==> src/rtl/blk2s_pkg.sv <==
package blk2s_pkg;

    // command codes carried in s_tuser
    localparam logic [1:0] CMD_FEED     = 2'd0;
    localparam logic [1:0] CMD_FEED_FIN = 2'd1;
    localparam logic [1:0] CMD_FIN      = 2'd2;

    // configuration register indexes
    localparam logic [2:0] REG_KEY_LEN = 3'd0;
    localparam logic [2:0] REG_DIG_LEN = 3'd1;
    localparam logic [2:0] REG_KEY0    = 3'd2;
    localparam logic [2:0] REG_KEY1    = 3'd3;
    localparam logic [2:0] REG_KEY2    = 3'd4;
    localparam logic [2:0] REG_KEY3    = 3'd5;

    localparam int CFG_IDX_W  = 3;
    localparam int CFG_DATA_W = 64;
    localparam int OUT_DATA_W = 72;

    localparam logic [5:0] MAX_LEN   = 6'd32;
    localparam logic [6:0] BLK_BYTES = 7'd64;
    localparam logic [3:0] LAST_RND  = 4'd9;
    localparam logic [3:0] LAST_SUB  = 4'd15;

    localparam logic [31:0] IV [8] = '{
        32'h6A09E667, 32'hBB67AE85, 32'h3C6EF372, 32'hA54FF53A,
        32'h510E527F, 32'h9B05688C, 32'h1F83D9AB, 32'h5BE0CD19
    };

    typedef enum logic [2:0] {
        ST_INIT, ST_IDLE, ST_WRITE, ST_PRE, ST_RUN, ST_FIN, ST_OUT
    } blk2s_state_t;

    // controller -> datapath
    typedef struct packed {
        logic       init;
        logic       accept;
        logic       wr_byte;
        logic       pre;
        logic       run;
        logic       fin;
        logic       last;
        logic [3:0] rnd;
        logic [3:0] sub;
        logic [3:0] nrnd;
        logic [3:0] nsub;
        logic [1:0] wcnt;
    } blk2s_cmd_t;

    // datapath -> controller
    typedef struct packed {
        logic       full;
        logic [1:0] last_idx;
    } blk2s_stat_t;

    // message schedule: word index used at position i of round r
    function automatic logic [3:0] sigma(input logic [3:0] r, input logic [3:0] i);
        logic [63:0] row;
        case (r)
            4'd0: row = 64'hFEDCBA9876543210;
            4'd1: row = 64'h357B20C16DF984AE;
            4'd2: row = 64'h491763EADF250C8B;
            4'd3: row = 64'h8F04A562EBCD1397;
            4'd4: row = 64'hD386CB1EFA427509;
            4'd5: row = 64'h91EF57D438B0A6C2;
            4'd6: row = 64'hB8293670A4DEF15C;
            4'd7: row = 64'hA2684F05931CE7BD;
            4'd8: row = 64'h5A417D2C803B9EF6;
            4'd9: row = 64'h0DC3E9BF5167482A;
            default: row = 64'h0;
        endcase
        return row[{i, 2'b00} +: 4];
    endfunction

endpackage

==> src/rtl/blk2s_ctrl.sv <==
module blk2s_ctrl (
    input  logic               aclk,
    input  logic               aresetn,
    input  logic               s_tvalid,
    input  logic [1:0]         s_tuser,
    input  logic               m_tready,
    input  logic               cfg_hit,
    input  blk2s_pkg::blk2s_stat_t stat,
    output blk2s_pkg::blk2s_cmd_t  cmd,
    output logic               s_tready,
    output logic               m_tvalid,
    output logic               m_tlast
);
    import blk2s_pkg::*;

    blk2s_state_t state_reg, state_next;
    logic       fin_reg, fin_next;
    logic       last_reg, last_next;
    logic [3:0] rnd_reg, rnd_next;
    logic [3:0] sub_reg, sub_next;
    logic [1:0] wcnt_reg, wcnt_next;
    logic       run_done;

    assign run_done = (rnd_reg == LAST_RND) && (sub_reg == LAST_SUB);

    // next state
    always_comb begin
        state_next = state_reg;
        case (state_reg)
            ST_INIT: state_next = ST_IDLE;
            ST_IDLE: begin
                if (s_tvalid) begin
                    case (s_tuser)
                        CMD_FEED, CMD_FEED_FIN: state_next = stat.full ? ST_PRE : ST_WRITE;
                        CMD_FIN: state_next = ST_PRE;
                        default: state_next = ST_IDLE;
                    endcase
                end
            end
            ST_WRITE: state_next = fin_reg ? ST_PRE : ST_IDLE;
            ST_PRE:   state_next = ST_RUN;
            ST_RUN:   state_next = run_done ? ST_FIN : ST_RUN;
            ST_FIN:   state_next = last_reg ? ST_OUT : ST_WRITE;
            ST_OUT: begin
                if (m_tready && (wcnt_reg == stat.last_idx)) begin
                    state_next = ST_INIT;
                end
            end
            default: state_next = ST_INIT;
        endcase
        if (cfg_hit) begin
            state_next = ST_INIT;
        end
    end

    // counters and flags
    always_comb begin
        fin_next  = fin_reg;
        last_next = last_reg;
        rnd_next  = rnd_reg;
        sub_next  = sub_reg;
        wcnt_next = wcnt_reg;
        case (state_reg)
            ST_IDLE: begin
                if (s_tvalid) begin
                    fin_next  = (s_tuser == CMD_FEED_FIN);
                    last_next = (s_tuser == CMD_FIN);
                end
            end
            ST_WRITE: begin
                last_next = fin_reg;
                fin_next  = 1'b0;
            end
            ST_PRE: begin
                rnd_next = 4'd0;
                sub_next = 4'd0;
            end
            ST_RUN: begin
                sub_next = sub_reg + 4'd1;
                if (sub_reg == LAST_SUB) begin
                    rnd_next = rnd_reg + 4'd1;
                end
            end
            ST_FIN: wcnt_next = 2'd0;
            ST_OUT: begin
                if (m_tready) begin
                    wcnt_next = wcnt_reg + 2'd1;
                end
            end
            default: ;
        endcase
    end

    // outputs
    always_comb begin
        cmd         = '0;
        cmd.init    = (state_reg == ST_INIT);
        cmd.accept  = (state_reg == ST_IDLE) && s_tvalid;
        cmd.wr_byte = (state_reg == ST_WRITE);
        cmd.pre     = (state_reg == ST_PRE);
        cmd.run     = (state_reg == ST_RUN);
        cmd.fin     = (state_reg == ST_FIN);
        cmd.last    = last_reg;
        cmd.rnd     = rnd_reg;
        cmd.sub     = sub_reg;
        cmd.wcnt    = wcnt_reg;
        if (state_reg == ST_RUN) begin
            cmd.nsub = sub_reg + 4'd1;
            cmd.nrnd = (sub_reg == LAST_SUB) ? rnd_reg + 4'd1 : rnd_reg;
        end
        s_tready = (state_reg == ST_IDLE);
        m_tvalid = (state_reg == ST_OUT);
        m_tlast  = (wcnt_reg == stat.last_idx);
    end

    always_ff @(posedge aclk) begin
        if (!aresetn) begin
            state_reg <= ST_INIT;
            fin_reg   <= 1'b0;
            last_reg  <= 1'b0;
            rnd_reg   <= 4'd0;
            sub_reg   <= 4'd0;
            wcnt_reg  <= 2'd0;
        end else begin
            state_reg <= state_next;
            fin_reg   <= fin_next;
            last_reg  <= last_next;
            rnd_reg   <= rnd_next;
            sub_reg   <= sub_next;
            wcnt_reg  <= wcnt_next;
        end
    end

endmodule

==> src/rtl/blk2s_dp.sv <==
module blk2s_dp (
    input  logic                          aclk,
    input  logic                          aresetn,
    input  logic                          cfg_we,
    input  logic [blk2s_pkg::CFG_IDX_W-1:0]  cfg_index,
    input  logic [blk2s_pkg::CFG_DATA_W-1:0] cfg_wdata,
    input  logic [7:0]                    s_byte,
    input  blk2s_pkg::blk2s_cmd_t         cmd,
    output blk2s_pkg::blk2s_stat_t        stat,
    output logic [63:0]                   digest_word
);
    import blk2s_pkg::*;

    // configuration
    logic [5:0]  key_len_reg, dig_len_reg;
    logic [63:0] key_reg [4];
    logic [5:0]  kl_eff, dl_eff, dl_m1;

    // hash state
    logic [31:0] h_reg [8];
    logic [31:0] h_next [8];
    logic [31:0] v_reg [16];
    logic [31:0] v_next [16];
    logic [31:0] cnt_reg, cnt_next;
    logic [6:0]  fill_reg, fill_next;
    logic        kpend_reg, kpend_next;
    logic [7:0]  byte_reg;

    // message block memory, 16 words of 4 byte lanes
    logic [3:0][7:0] mem [16];
    logic [31:0] rd_q;
    logic [3:0]  rd_idx_q;
    logic [3:0]  rd_addr;

    // G unit
    logic [31:0] mw, kw, key_half;
    logic [31:0] ga, gb, gc, gd;
    logic [31:0] upd [16];
    logic [2:0]  gsel;
    logic [31:0] pw;
    logic [63:0] dsel;

    function automatic logic [31:0] rotr(input logic [31:0] x, input logic [4:0] n);
        return (x >> n) | (x << (6'd32 - {1'b0, n}));
    endfunction

    assign kl_eff = (key_len_reg > MAX_LEN) ? MAX_LEN : key_len_reg;
    assign dl_eff = (dig_len_reg > MAX_LEN) ? MAX_LEN :
                    ((dig_len_reg == 6'd0) ? 6'd1 : dig_len_reg);
    assign dl_m1  = dl_eff - 6'd1;
    assign stat.last_idx = dl_m1[4:3];
    assign stat.full     = (fill_reg >= BLK_BYTES);
    assign pw = {8'd1, 8'd1, 2'b00, kl_eff, 2'b00, dl_eff};

    // configuration writes
    always_ff @(posedge aclk) begin
        if (!aresetn) begin
            key_len_reg <= 6'd0;
            dig_len_reg <= MAX_LEN;
            for (int i = 0; i < 4; i++) begin
                key_reg[i] <= 64'd0;
            end
        end else if (cfg_we) begin
            case (cfg_index)
                REG_KEY_LEN: key_len_reg <= cfg_wdata[5:0];
                REG_DIG_LEN: dig_len_reg <= cfg_wdata[5:0];
                REG_KEY0:    key_reg[0]  <= cfg_wdata;
                REG_KEY1:    key_reg[1]  <= cfg_wdata;
                REG_KEY2:    key_reg[2]  <= cfg_wdata;
                REG_KEY3:    key_reg[3]  <= cfg_wdata;
                default: ;
            endcase
        end
    end

    // message word: key block while pending, else buffer bytes below fill
    assign key_half = rd_idx_q[0] ? key_reg[rd_idx_q[2:1]][63:32]
                                  : key_reg[rd_idx_q[2:1]][31:0];
    always_comb begin
        for (int j = 0; j < 4; j++) begin
            kw[8*j +: 8] = ({rd_idx_q, 2'(j)} < kl_eff) ? key_half[8*j +: 8] : 8'h00;
            mw[8*j +: 8] = ({1'b0, rd_idx_q, 2'(j)} < fill_reg) ? rd_q[8*j +: 8] : 8'h00;
        end
    end

    // half G step on column 0, then row rotation (with diagonal turns)
    always_comb begin
        logic [31:0] x;
        logic [1:0]  sh;
        x  = kpend_reg ? kw : mw;
        ga = v_reg[0] + v_reg[4] + x;
        gd = rotr(v_reg[12] ^ ga, cmd.sub[0] ? 5'd8 : 5'd16);
        gc = v_reg[8] + gd;
        gb = rotr(v_reg[4] ^ gc, cmd.sub[0] ? 5'd7 : 5'd12);
        for (int i = 0; i < 16; i++) begin
            upd[i] = v_reg[i];
        end
        upd[0]  = ga;
        upd[4]  = gb;
        upd[8]  = gc;
        upd[12] = gd;
        gsel = cmd.sub[3:1];
        for (int r = 0; r < 4; r++) begin
            for (int j = 0; j < 4; j++) begin
                if (!cmd.sub[0]) begin
                    sh = 2'd0;
                end else if (gsel == 3'd3) begin
                    sh = 2'(1 + r);
                end else if (gsel == 3'd7) begin
                    sh = 2'(1 - r);
                end else begin
                    sh = 2'd1;
                end
                v_next[4*r + j] = upd[4*r + 32'(2'(2'(j) + sh))];
            end
        end
    end

    // state update
    always_comb begin
        cnt_next   = cnt_reg;
        fill_next  = fill_reg;
        kpend_next = kpend_reg;
        for (int i = 0; i < 8; i++) begin
            h_next[i] = h_reg[i];
        end
        if (cmd.init) begin
            for (int i = 0; i < 8; i++) begin
                h_next[i] = IV[i];
            end
            h_next[0]  = IV[0] ^ pw;
            cnt_next   = 32'd0;
            kpend_next = (kl_eff != 6'd0);
            fill_next  = (kl_eff != 6'd0) ? BLK_BYTES : 7'd0;
        end
        if (cmd.wr_byte) begin
            fill_next = fill_reg + 7'd1;
        end
        if (cmd.pre) begin
            cnt_next = cnt_reg + (cmd.last ? {25'd0, fill_reg} : {25'd0, BLK_BYTES});
        end
        if (cmd.fin) begin
            for (int i = 0; i < 8; i++) begin
                h_next[i] = h_reg[i] ^ v_reg[i] ^ v_reg[i + 8];
            end
            kpend_next = 1'b0;
            if (!cmd.last) begin
                fill_next = 7'd0;
            end
        end
    end

    always_ff @(posedge aclk) begin
        cnt_reg   <= cnt_next;
        fill_reg  <= fill_next;
        kpend_reg <= kpend_next;
        for (int i = 0; i < 8; i++) begin
            h_reg[i] <= h_next[i];
        end
        if (cmd.pre) begin
            for (int i = 0; i < 8; i++) begin
                v_reg[i]     <= h_reg[i];
                v_reg[i + 8] <= IV[i];
            end
            v_reg[12] <= IV[4] ^ cnt_next;
            v_reg[14] <= cmd.last ? ~IV[6] : IV[6];
        end else if (cmd.run) begin
            for (int i = 0; i < 16; i++) begin
                v_reg[i] <= v_next[i];
            end
        end
        if (cmd.accept) begin
            byte_reg <= s_byte;
        end
    end

    // block memory: byte-lane write, registered read
    assign rd_addr = sigma(cmd.nrnd, cmd.nsub);
    always_ff @(posedge aclk) begin
        if (cmd.wr_byte) begin
            mem[fill_reg[5:2]][fill_reg[1:0]] <= byte_reg;
        end
        rd_q     <= mem[rd_addr];
        rd_idx_q <= rd_addr;
    end

    // digest word with bytes past the digest length cleared
    assign dsel = {h_reg[{cmd.wcnt, 1'b1}], h_reg[{cmd.wcnt, 1'b0}]};
    always_comb begin
        for (int b = 0; b < 8; b++) begin
            digest_word[8*b +: 8] = ({1'b0, cmd.wcnt, 3'(b)} < dl_eff) ? dsel[8*b +: 8] : 8'h00;
        end
    end

endmodule

==> src/rtl/blake2s_keyed_hash_engine.sv <==
// channel  dir  handshake          payload
// s_       in   s_tvalid/s_tready  s_tdata = data_byte, s_tuser = command
// m_       out  m_tvalid/m_tready  m_tdata = digest_word, word_index; m_tlast = last_word
// cfg_     in   cfg_we             cfg_index, cfg_wdata (no read-back)
//
// A byte transfer goes through accept, then buffer write. A byte arriving on a full
// block first runs one compression: a load, 160 half-G steps on the single shared
// G unit, then a fold. Finish adds a compression, then 1 to 4 output transfers,
// then a restart through the init state. aresetn (sync, active low) and any config
// write to a listed register also restart the hash state through that init state.
// s_tready is high only while idle; m_tvalid holds until each word is taken.
module blake2s_keyed_hash_engine (
    input  logic        aclk,
    input  logic        aresetn,
    input  logic        s_tvalid,
    output logic        s_tready,
    input  logic [7:0]  s_tdata,   // [7:0] data_byte
    input  logic [1:0]  s_tuser,   // [1:0] command
    output logic        m_tvalid,
    input  logic        m_tready,
    output logic [blk2s_pkg::OUT_DATA_W-1:0] m_tdata, // [63:0] digest_word, [65:64] word_index
    output logic        m_tlast,   // last_word
    input  logic        cfg_we,
    input  logic [blk2s_pkg::CFG_IDX_W-1:0]  cfg_index,
    input  logic [blk2s_pkg::CFG_DATA_W-1:0] cfg_wdata
);
    import blk2s_pkg::*;

    blk2s_cmd_t  cmd;
    blk2s_stat_t stat;
    logic        cfg_hit;
    logic [63:0] digest_word;

    // writes beyond the register list are dropped and do not restart
    assign cfg_hit = cfg_we && (cfg_index <= REG_KEY3);

    blk2s_ctrl u_ctrl (
        .aclk     (aclk),
        .aresetn  (aresetn),
        .s_tvalid (s_tvalid),
        .s_tuser  (s_tuser),
        .m_tready (m_tready),
        .cfg_hit  (cfg_hit),
        .stat     (stat),
        .cmd      (cmd),
        .s_tready (s_tready),
        .m_tvalid (m_tvalid),
        .m_tlast  (m_tlast)
    );

    blk2s_dp u_dp (
        .aclk        (aclk),
        .aresetn     (aresetn),
        .cfg_we      (cfg_we),
        .cfg_index   (cfg_index),
        .cfg_wdata   (cfg_wdata),
        .s_byte      (s_tdata),
        .cmd         (cmd),
        .stat        (stat),
        .digest_word (digest_word)
    );

    assign m_tdata = {6'd0, cmd.wcnt, digest_word};

`ifndef SYNTHESIS
    // input and output never open together
    a_excl: assert property (@(posedge aclk) disable iff (!aresetn)
        m_tvalid |-> !s_tready) else $error("input open while digest pending");

    // after the final digest transfer the engine restarts before new input
    a_restart: assert property (@(posedge aclk) disable iff (!aresetn)
        (m_tvalid && m_tready && m_tlast) |=> (!m_tvalid && !s_tready))
        else $error("no restart after final digest word");

    // a finish command never yields output in the next cycle (compression first)
    a_fin: assert property (@(posedge aclk) disable iff (!aresetn)
        (s_tvalid && s_tready && (s_tuser == CMD_FIN)) |=> (!m_tvalid && !s_tready))
        else $error("finish skipped compression");
`endif

endmodule
==> config.mk <==
export PLATFORM = sky130hd
export DESIGN_NAME = blake2s_keyed_hash_engine
export DESIGN_NICKNAME = d
export VERILOG_FILES = /design/src/rtl/blk2s_pkg.sv /design/src/rtl/blk2s_ctrl.sv /design/src/rtl/blk2s_dp.sv /design/src/rtl/blake2s_keyed_hash_engine.sv
export SDC_FILE = /design/constraint.sdc
export NUM_CORES = 2
export LEC_CHECK = 0
export BUFFER_PORTS_ARGS = -buffer_cell sky130_fd_sc_hd__buf_2
export CAP_MARGIN = 20
export CORE_MARGIN = 3
export CORE_UTILIZATION = 58
export DETAILED_ROUTE_END_ITERATION = 10
export PLACE_DENSITY_LB_ADDON = 0.15
export SLEW_MARGIN = 30
export SYNTH_ARGS = -nofsm -noshare
export SYNTH_HDL_FRONTEND = slang
export SYNTH_SLANG_ARGS = --single-unit
==> constraint.sdc <==
create_clock -name aclk -period 12.6 [get_ports aclk]
set_clock_uncertainty 0.2 [all_clocks]
set_input_delay 0.63 -clock aclk [delete_from_list [all_inputs] [get_ports aclk]]
set_output_delay 0.63 -clock aclk [all_outputs]
set_load 0.02 [all_outputs]
# Word-level counts from Yosys, hierarchy flattened
# Memory sizes are Yosys's and may differ from the RTL's. A register that Yosys moved wholly into a read port is not among the register bits.
# Index checks and enable logic that the tools add are counted.
classes:
  n_reduce_logical: 20
  n_lt_le_gt_ge: 38
  n_eq_ne: 21
  mux: 162
  shifts: 5
  n_bitwise: 61
  add_sub_neg: 35
ops:
  columns: ["cell", "n"]
  rows:
  - ["$bmux 32 s4", 16]
  - ["$mux 32", 56]
  - ["$xor 32x32->32", 18]
  - ["$ge 33x5->1 const B", 16]
  - ["$mux 256", 2]
  - ["$not 32->33", 12]
  - ["$mux 64", 4]
  - ["$mux 8", 18]
  - ["$add 32x32->32", 4]
  - ["$not 2->33", 3]
  - ["$or 32x32->32", 2]
  - ["$shiftx 64x7->4", 1]
  - ["$shl 32x6->32", 2]
  - ["$shr 32x5->32", 2]
  - ["$lt 5x6->1", 8]
  - ["$mux 7", 6]
  - ["$add 4x2->5 const A", 8]
  - ["$not 1->33", 1]
  - ["$mux 1", 29]
  - ["$lt 6x7->1", 4]
  - ["$lt 6x6->1", 4]
  - ["$or 1x1->1", 22]
  - ["$mux 3", 7]
  - ["$pmux 3 s7", 1]
  - ["44 further kinds", 96]
word_totals:
  mem_bits_ro: 1024
  n_memories: 5
  inputBits: 82
  regBits: 79
  mem_bits_rw: 1536
memory_table:
  columns: ["memory", "words", "width", "rd", "rd_clocked_by_memory_dff", "wr", "line_no", "rtl"]
  rows:
  - ["(name not given)", 16, 64, 1, 0, 0, "blk2s_pkg.sv:59", "case (r)"]
  - ["u_dp.mem", 16, 32, 1, 1, 1, "blk2s_dp.sv:30", "logic [3:0][7:0] mem [16];"]
  - ["u_dp.v_reg", 16, 32, 16, 0, 16, "blk2s_dp.sv:22", "logic [31:0] v_reg [16];"]
  - ["u_dp.h_reg", 8, 32, 10, 2, 8, "blk2s_dp.sv:20", "logic [31:0] h_reg [8];"]
  - ["u_dp.key_reg", 4, 64, 1, 1, 4, "blk2s_dp.sv:16", "logic [63:0] key_reg [4];"]

# Logic depth before layout (Yosys ltp)
logic_depth:
  depth_word: 17
  mapped_depth: 35

# By module
# A second synthesis with hierarchy kept.
unflattened:
  hier_cells: 7967
  hier_area_um2: 87183.6
by_module_without_submodules:
  columns: ["mod", "n_inst", "area_each_um2", "cells_each"]
  rows:
  - ["blk2s_dp", 1, 86168.9, 7841]
  - ["blk2s_ctrl", 1, 954.7, 118]
  - ["blake2s_keyed_hash_engine", 1, 60.1, 8]

# Worst setup path after synthesis
# OpenSTA, ideal clock, no wires.
synth_timing:
  path_type: "register -> register"
  startpoint: "register u_ctrl.state_reg[1]"
  endpoint: "memory u_dp.v_reg[0][0] (enable)"
  setup_slack_ns: 0.625
  period_less_slack_ns: 11.975
  arrival_ns: 10.950
  setup_ns: 0.825
  stages_incl_launch_ff: 9
  path_cell_list: "dfxtp_1 -> buf_2 -> nor3b_1 -> buf_2 -> buf_2 -> clkbuf_1 -> nor2_1 -> clkbuf_1 -> inv_1"
synth_rtl:
  columns: ["item", "line_no", "rtl"]
  rows:
  - ["start, declared", "blk2s_ctrl.sv:16", "blk2s_state_t state_reg, state_next;"]
  - ["start signal, assigned", "blk2s_ctrl.sv:125", "state_reg <= state_next;"]
  - ["end, declared", "blk2s_dp.sv:22", null]

==> metrics.csv <==
metric;value;unit
top post-synthesis cells by count;1544 x edfxtp_1, 1298 x nand2_1, 525 x nor2_1, 465 x a21oi_1, 411 x and2_1;
normalized max-slew margin;27.6;%
vias in the first global route;62300;
mux cell area share after synthesis;5.15;%
clock buffer depth;3;
CP Data Arrival Time;11.96;ns
via-per-instance ratio;6.65;
Comb pwr share;17.8;%
count of different cell masters after synthesis;111;
die area;0.156;mm²
Starting Density;58.8;%
Total GRT Usage;38.4;%
post-synthesis compound-gate area fraction;13.2;%
CP Class;flop to flop;
fin crit share;91.3;%
Adder-Cell Fraction of Synth Area;2.15;%
Final Hold Viols;0;
FP Rows;141;
Least-Margin Pin Slew;1.08;ns
leak pwr;34.1;nW
CTS tree;yes;
maxcap violations;0;
post-synth top area share;53.0;%
Core ar.;0.149;mm²
PwrDens;143;mW/mm²
startpoint class of the critical path;flop;
xor and xnor area share after synthesis;6.76;%
syn_area_per_cell;11.1;µm²
hold slack;0.0636;ns
first-pass GRT wire length;441;mm
Worst Path Max Fanout;37;
layout cells sized above 1;9.55;%
gr ovfl total;0;
CP dominant cell by count;nor2_1;
Top FF cell, synth;edfxtp_1;
Gate Count Post-Synth;7880;
area leader, netlist;edfxtp_1;
Total Power;13.8;mW
final setup TNS;0;ns
Clock power frac;37.2;%
Post-Place Cells;9618;
Synth warnings;0;
top-count cell post-synth;edfxtp_1;
Layout area overhead;10.2;%
drt first pass iters;8;
HP Class;primary input to flop;
fin crit period;11.51;ns
Final setup violation count;0;
Post-synth ARST share;0;%
RSZ-0062 raised after global routing;false;
via count;66700;
status;finished clean;
CP max-delay cell;xor2_1;
Sw Ratio;30.0;%
# clock sinks;1649;
synthesis-stage register bit count;1649;
Psw;4.13;mW
drt total wl;305;mm
Final GP Congestion;1.07;
hpwl dp;203;mm
boundary pin count;157;
clock-pin slew on the worst setup and hold paths;0.06;ns
worst-skew pair later-pin latency;0.83;ns
ranking of synthesized cells by area;edfxtp_1 53%, nand2_1 5.6%, xnor2_1 3.9%;
PostCTS Resize Cnt;0;
initial drt markers;9388;
# H-tree levels;4;
largest family of logic cells by synthesized area;simple AND/OR/NAND/NOR gates;
initial antenna violation count;12;
drt wl/cell;30.4;µm
total clock buffers created by CTS;176;
fin cells;10000;
antenna-violating nets left;0;
Synth Cell Area;0.0875;mm²
largest net degree at the start of global routing;197;
Post-Synth Simple-Gate Area;14.0;%
number of remaining DRC errors;0;
Root Driver;clkbuf_16;
final net count;8082;
Post-CTS Setup Inserts;0;
die height;394;µm
placed inst area;0.0899;mm²
Max IR drop VDD;0.136;mV
final instance area;0.0964;mm²
die width;394;µm
IO buf count;150;
Seq/Total Area, Yosys;55.4;%
Fmax;86.9;MHz
Pint;9.63;mW
slowest stage delay, CP;0.81;ns
number of flops mapped to enable cells by yosys;1544;
final number of max-transition violations;0;
Seq pwr share;45.0;%
Crit. End Element;flop;
number of fill cells in the layout;11400;
critical path required time;13.05;ns
==> cell type report <==
type	instances	area, µm²	area share [%]
tap	2002	2500	2.60
sequential	1649	48500	50.3
clock buffer	246	4800	4.98
timing repair buffer	350	2590	2.69
antenna	7	17.5	0.0182
multi-input combinational	5518	36500	37.8
clock inverter	82	888	0.921
inverter	175	679	0.705
==> through the flow <==
stage,setup WS [ns],util [%]
final,1.09,64.8
after global routing,0.852,64.8
after CTS,1.03,64.8
after detailed placement,1.09,60.4
after global placement,1.22,60.4
after floorplan,0.625,-
==> cell usage in the layout, fill, tap and decap left out, types with 99 or more instances in the layout <==
master,instances
nand3_1,129
xor2_1,249
mux2i_1,153
clkbuf_16,178
dfxtp_1,99
edfxtp_1,1544
xnor2_1,380
nor2_1,504
a21oi_1,465
inv_1,167
buf_4,111
and2_1,409
a21o_1,186
buf_2,150
o21ai_0,358
nand2_1,1292
mux4_2,128
==> layer usage <==
| layer | GRT usage, % | vias to the layer above | routed length [µm] |
|---|---|---|---|
| li1 | - | 28600 | - |
| met1 | 51.1 | 32800 | 113000 |
| met2 | 57.6 | 4396 | 135000 |
| met3 | 9.37 | 870 | 35200 |
| met4 | 22.5 | 6 | 21800 |
| met5 | 0 | - | 38 |
==> power groups by stage <==
stage               Sequential [mW]  Combinational [mW]  Clock [mW]
floorplan                      6.30                1.30           0
global route                   6.19                2.52        5.36
detailed placement             6.30                2.32           0
global placement               6.30                2.29           0
finish                         6.19                2.45        5.13
CTS                            6.18                2.35        5.15
==> worst max-delay path: cells and delay by family (launching register included) <==
kind	cells	cell delay [ns]
and+or+nand+nor	4	0.56
muxes	1	0.60
xor gates and xnor gates	4	2.20
DFF	1	0.39
buffers and inverters	3	0.96
adders and majority gates	4	1.48
AOI/OAI and AO/OA	15	4.89
==> final timing paths <==
check	start	cells past startpoint	end	slack, ns
min reg2reg	u_dp.cnt_reg[6]$_DFF_P_	2	u_dp.cnt_reg[6]$_DFF_P_	0.26
max reg2reg	u_dp.rd_idx_q[1]$_DFF_P_	31	u_dp.v_reg[4][19]$_DFFE_PP_	1.09
max	u_dp.rd_idx_q[1]$_DFF_P_	31	u_dp.v_reg[4][19]$_DFFE_PP_	1.09
min	cfg_wdata[3]	3	u_dp.key_len_reg[3]$_SDFFE_PN0P_	0.06
==> logic make-up (layout without fill, tap and decap cells) <==
family | Yosys count | count (layout)
XOR/XNOR | 654 | 654
multiplexers | 288 | 288
flip-flops | 1649 | 1649
adder cells (fa/ha/maj) | 130 | 130
AND/OR/NAND/NOR | 2700 | 2700
AO/OA/AOI/OAI | 1740 | 1740
buffers and inverters | 718 | 853
other | 1 | 13
==> timing repair <==
action                                 CTS  global route
setup endpoints to repair                0             0
hold buffers                            73             0
endpoints found under the hold margin  259             0
Note: power is estimated with default switching activity, not from simulation.
